==> src/lru_move_to_front_cache_macros.svh <==
// Assertion macros shared by the cache RTL.
`ifndef LRU_MOVE_TO_FRONT_CACHE_MACROS_SVH
`define LRU_MOVE_TO_FRONT_CACHE_MACROS_SVH

// Same-cycle implication, checked outside reset.
`define LMTF_ASSERT_NOW(label, clk, rst_n, ante, cons) \
	label: assert property (@(posedge clk) disable iff (!rst_n) (ante) |-> (cons)) \
		else $error("lmtf: assertion failed");

// Next-cycle implication, checked outside reset.
`define LMTF_ASSERT_NEXT(label, clk, rst_n, ante, cons) \
	label: assert property (@(posedge clk) disable iff (!rst_n) (ante) |=> (cons)) \
		else $error("lmtf: assertion failed");

`endif

==> src/lmtf_ram.sv <==
// Generic simple dual-port RAM, one write and one registered read port.
module lmtf_ram #(
	parameter int WIDTH = 8,
	parameter int DEPTH = 256
) (
	input  logic                     clk,
	input  logic                     we,
	input  logic [$clog2(DEPTH)-1:0] waddr,
	input  logic [WIDTH-1:0]         wdata,
	input  logic [$clog2(DEPTH)-1:0] raddr,
	output logic [WIDTH-1:0]         rdata
);
	logic [WIDTH-1:0] mem_q [DEPTH];

	always_ff @(posedge clk) begin
		if (we) begin
			mem_q[waddr] <= wdata;
		end
		rdata <= mem_q[raddr];
	end
endmodule

==> config.mk <==
export PLATFORM = sky130hd
export DESIGN_NAME = lmtf_ram
export DESIGN_NICKNAME = d
export VERILOG_FILES = /design/src/lru_move_to_front_cache_macros.svh /design/src/lmtf_ram.sv
export SDC_FILE = /design/constraint.sdc
export NUM_CORES = 2
export LEC_CHECK = 0
export BUFFER_PORTS_ARGS = -buffer_cell sky130_fd_sc_hd__buf_2
export CORE_UTILIZATION = 60
export CTS_CLUSTER_SIZE = 25
export DETAILED_ROUTE_END_ITERATION = 10
export GPL_TIMING_DRIVEN = 0
export MAX_ROUTING_LAYER = met4
export PLACE_DENSITY = 0.76
export SLEW_MARGIN = 20
export SYNTH_ARGS = -nofsm -noshare
export SYNTH_HDL_FRONTEND = slang
export SYNTH_SLANG_ARGS = --single-unit
==> constraint.sdc <==
create_clock -name clk -period 6.1 [get_ports clk]
set_clock_uncertainty 0.2 [all_clocks]
set_input_delay 0.305 -clock clk [delete_from_list [all_inputs] [get_ports clk]]
set_output_delay 0.305 -clock clk [all_outputs]
set_load 0.005 [all_outputs]
# After elaboration in Yosys (flattened, before gate mapping)
# Memories as Yosys holds them, arrays and structs flattened. A register that Yosys moved wholly into a read port is not among the register bits.
# Index checks and enable logic that the tools add are counted.
# Widths: inputs -> output; s select.
# op_classes
n_mux	2
# op_table
operator	n
$mux 1	2
# word_totals
regBits	0
ram_bits	2048
input_bits	26
out_inout_bits	8
wordCells	3
mem_count	1
# memory_table
memory	depth	width	rd	rd_ports_with_merged_regs	wr	line_no	text
mem_q	256	8	1	1	1	lmtf_ram.sv:13	logic [WIDTH-1:0] mem_q [DEPTH];

# Longest topological paths before layout
# depth
depth_word	2
mapped_depth	11
mapped_depth_nobuf	6

# Worst setup path after synthesis
# No wires, ideal clock.
# synth_timing
kind	input to register
start	input raddr[0]
end	register rdata[2], read port of mem_q
setup_ns	0.131
t_arrival_ns	2.112
slack_ns	3.657
stages	9
n_path_buf	4
path_cell_list	buf_6 > buf_12 > buf_8 > buf_2 > mux4_2 > a22oi_1 > a21oi_1 > nor4_1 > nor4_2
# synth_lines
element	line_no	text
from (decl)	lmtf_ram.sv:10	input logic [$clog2(DEPTH)-1:0] raddr,
to (decl)	lmtf_ram.sv:11	output logic [WIDTH-1:0] rdata

==> results.cfg <==
[outcome]
status = complete, no violations

[final_layout]
area_growth_pct = 11.9
fin_cells = 5935
multi_input_area_mm2 = 0.0165
fin_nets = 4017
register_area_mm2 = 0.0617
drive_above_1_share = 0.225
fill_cells = 8055
utilization = 0.677

[logic_synthesis]
ys_warn_count = 0
synth_nets = 3759
synth_enable_flop_cells = 2048
yosysMostFrequentCell = edfxtp_1
async_reset_ff_frac = 0
synthTopCellsByArea = edfxtp_1 77%, mux4_2 13%, mux2i_1 1.7%
synth_cell_types = 55
ys.flop_type = edfxtp_1
synthTopCellsByCount = 2,048 x edfxtp_1, 454 x mux4_2, 282 x nor2_1
yosysTopAreaCell = edfxtp_1
synth_area_mm2 = 0.0796
synthCells = 3733
synth.avg_cell_area_um2 = 21.3
synth_top_area_share = 0.773
ys_ff_latch = 2056
ys_seq_area_frac = 0.775

[setup_path]
start_kind = input pin
crit_type = in2reg
crit_path_end_kind = register
cp.required_ns = 6.55
cp.arrival_ns = 4.77
critPathMaxFanout = 10
r2r_cells = 6

[global_route]
antenna_found_initial = 20
grt_max_degree = 132
grt_pass1_wl_um = 324000
first_global_vias = 41900
grt_use_total = 0.366
overflow = 0

[clocking]
htreeDepth = 4
cts_setup_buffers = 0
cts_buffers = 195
clock-root-buffer = clkbuf_16
clk_path_buf_depth = 3
cts_tree = done
clk_latency_ns = 0.85
clk_pin_slew_ns = 0.06
cts.sinks = 2056

[drt]
ant_nets = 0
drc_errors = 0
firstDrtPassIters = 7
routed-via-count = 43100
postRouteWirelength_um = 236000
avgViaCountPerCell = 7.26
wire_per_inst_um = 39.8
dr.first_iter.drc_count = 8279

[power]
power_frac_clock = 0.408
power_w = 0.0292
pwr-share-comb = 0.058
peakVddDrop_mv = 0.321
cellPowerDensity_mw_per_mm2 = 328
swShare = 0.222
power.leakage_nw = 27.5
p_sw_w = 0.00649
internal_power_w = 0.0227
share_seq_of_total_power = 0.534

[sta]
setup_viol = 0
final.min_clock_period_ns = 4.32
worst_pin_slew_ns = 1.28
slew_headroom = 0.149
rsz0062_at_grt = no
slew_violations = 0
setup_tns_ns = 0
timing.final.crit_share = 0.708
clock.fmax_mhz = 231
hold_violations = 0

[die]
core.rowCount = 133
core_mm2 = 0.131
die_h_um = 366
start_util = 0.605
dieArea_mm2 = 0.134
io_pins = 34
die_w_um = 366

[placed_design]
place.gp.congestion = 1.02
port_buffers = 26
dp.cells = 5540
hpwlAfterDp_um = 155000

[min_path]
hold_path.class = in2reg
min_path_cells = 3

[job]
max_cap_viol_count = 0
sequential cells by signal (all words and copies together) (netlist names):
name / cells
rdata: 8
mem_q: 2048
cell families after synthesis:
logic type             count (synthesis)  share of synthesized area
multiplexers                         591                      0.146
AND/OR/NAND/NOR                      466                     0.0263
flip-flops                          2056                      0.775
buffers and inverters                235                     0.0183
AO/OA/AOI/OAI                        385                     0.0342
cells in the final DEF, fill, tap and decap left out, types with 11 or more instances in the layout:
cell type,synthesis,layout
a211oi_1,16,14
mux4_2,454,454
buf_4,27,31
nor4_1,24,17
buf_6,21,21
buf_1,22,14
nand3_1,34,34
clkinv_1,1,43
clkbuf_2,0,24
buf_12,8,11
buf_8,13,21
a21oi_1,96,96
mux2i_1,134,134
nor2b_1,31,31
nor3_1,22,22
a221oi_1,13,11
clkbuf_16,0,198
o22ai_1,28,28
bufinv_16,0,13
edfxtp_1,2048,2048
clkbuf_1,111,135
diode_2,0,29
buf_2,31,57
buf_16,0,19
o221ai_1,46,46
nor2_1,282,276
clkinv_2,0,31
a22oi_1,133,133
nand2_1,33,33
layout make-up:
type / instances / share of cell area
Clock inverter: 106 / 0.0111
Inverter: 2 / 0.0000843
Tap cell: 1755 / 0.0247
Sequential cell: 2056 / 0.692
Multi-Input combinational cell: 1442 / 0.186
Buffer: 233 / 0.0167
Timing Repair Buffer: 61 / 0.0102
Clock buffer: 251 / 0.0584
Antenna cell: 29 / 0.000815
worst max-delay path, stage by stage:
cell,delay (ns)
buf_2,0.24
clkinv_1,0.44
buf_4,0.37
nor2_1,0.81
clkbuf_1,0.65
a22oi_1,0.16
a21oi_1,0.62
nor4_1,0.30
nor4_1,0.83
metrics by stage:
stage / area, µm² / setup WS [ns] / hold slack, ns
6_report: 89000 / 1.78 / 0.0930
3_5_place_dp: 82700 / 1.12 / 0.484
3_3_place_gp: 81900 / 0.620 / 0.489
2_1_floorplan: 79600 / 3.66 / 0.204
5_1_grt: 89000 / 1.93 / 0.121
4_1_cts: 88900 / 1.94 / 0.0388
power by group through the flow:
stage               Sequential (W)  Clock, W  Combinational, W
floorplan                   0.0159         0          0.000757
global placement            0.0159         0           0.00152
detailed placement          0.0159         0           0.00161
CTS                         0.0156    0.0119           0.00162
global route                0.0156    0.0124           0.00169
finish                      0.0156    0.0119           0.00169
per-layer routing:
metal  routed length, µm  up-vias  share of wire  track usage
met2              105000     4142           0.45        0.517
met3               35700      779           0.15        0.121
met1               78700    21900           0.33        0.471
li1                    -    16300              -            -
met4               16400        0          0.069        0.207
met5                   0        -              0            -
final timing paths:
check / from / to / slack [ns]
hold reg to reg: mem_q[105][1]$_DFFE_PP_ / rdata[1]$_DFF_P_ / 1.09
setup / recovery: raddr[2] / rdata[1]$_DFF_P_ / 1.78
setup reg to reg: mem_q[208][5]$_DFFE_PP_ / rdata[5]$_DFF_P_ / 2.58
hold / removal: waddr[6] / mem_q[193][1]$_DFFE_PP_ / 0.09
timing repair:
action                                 4_1_cts  5_1_grt
gates resized for setup                      0        0
endpoints found under the hold margin      840        0
hold buffers                                 8        0
No activity file was read; power rests on OpenSTA's default activity.
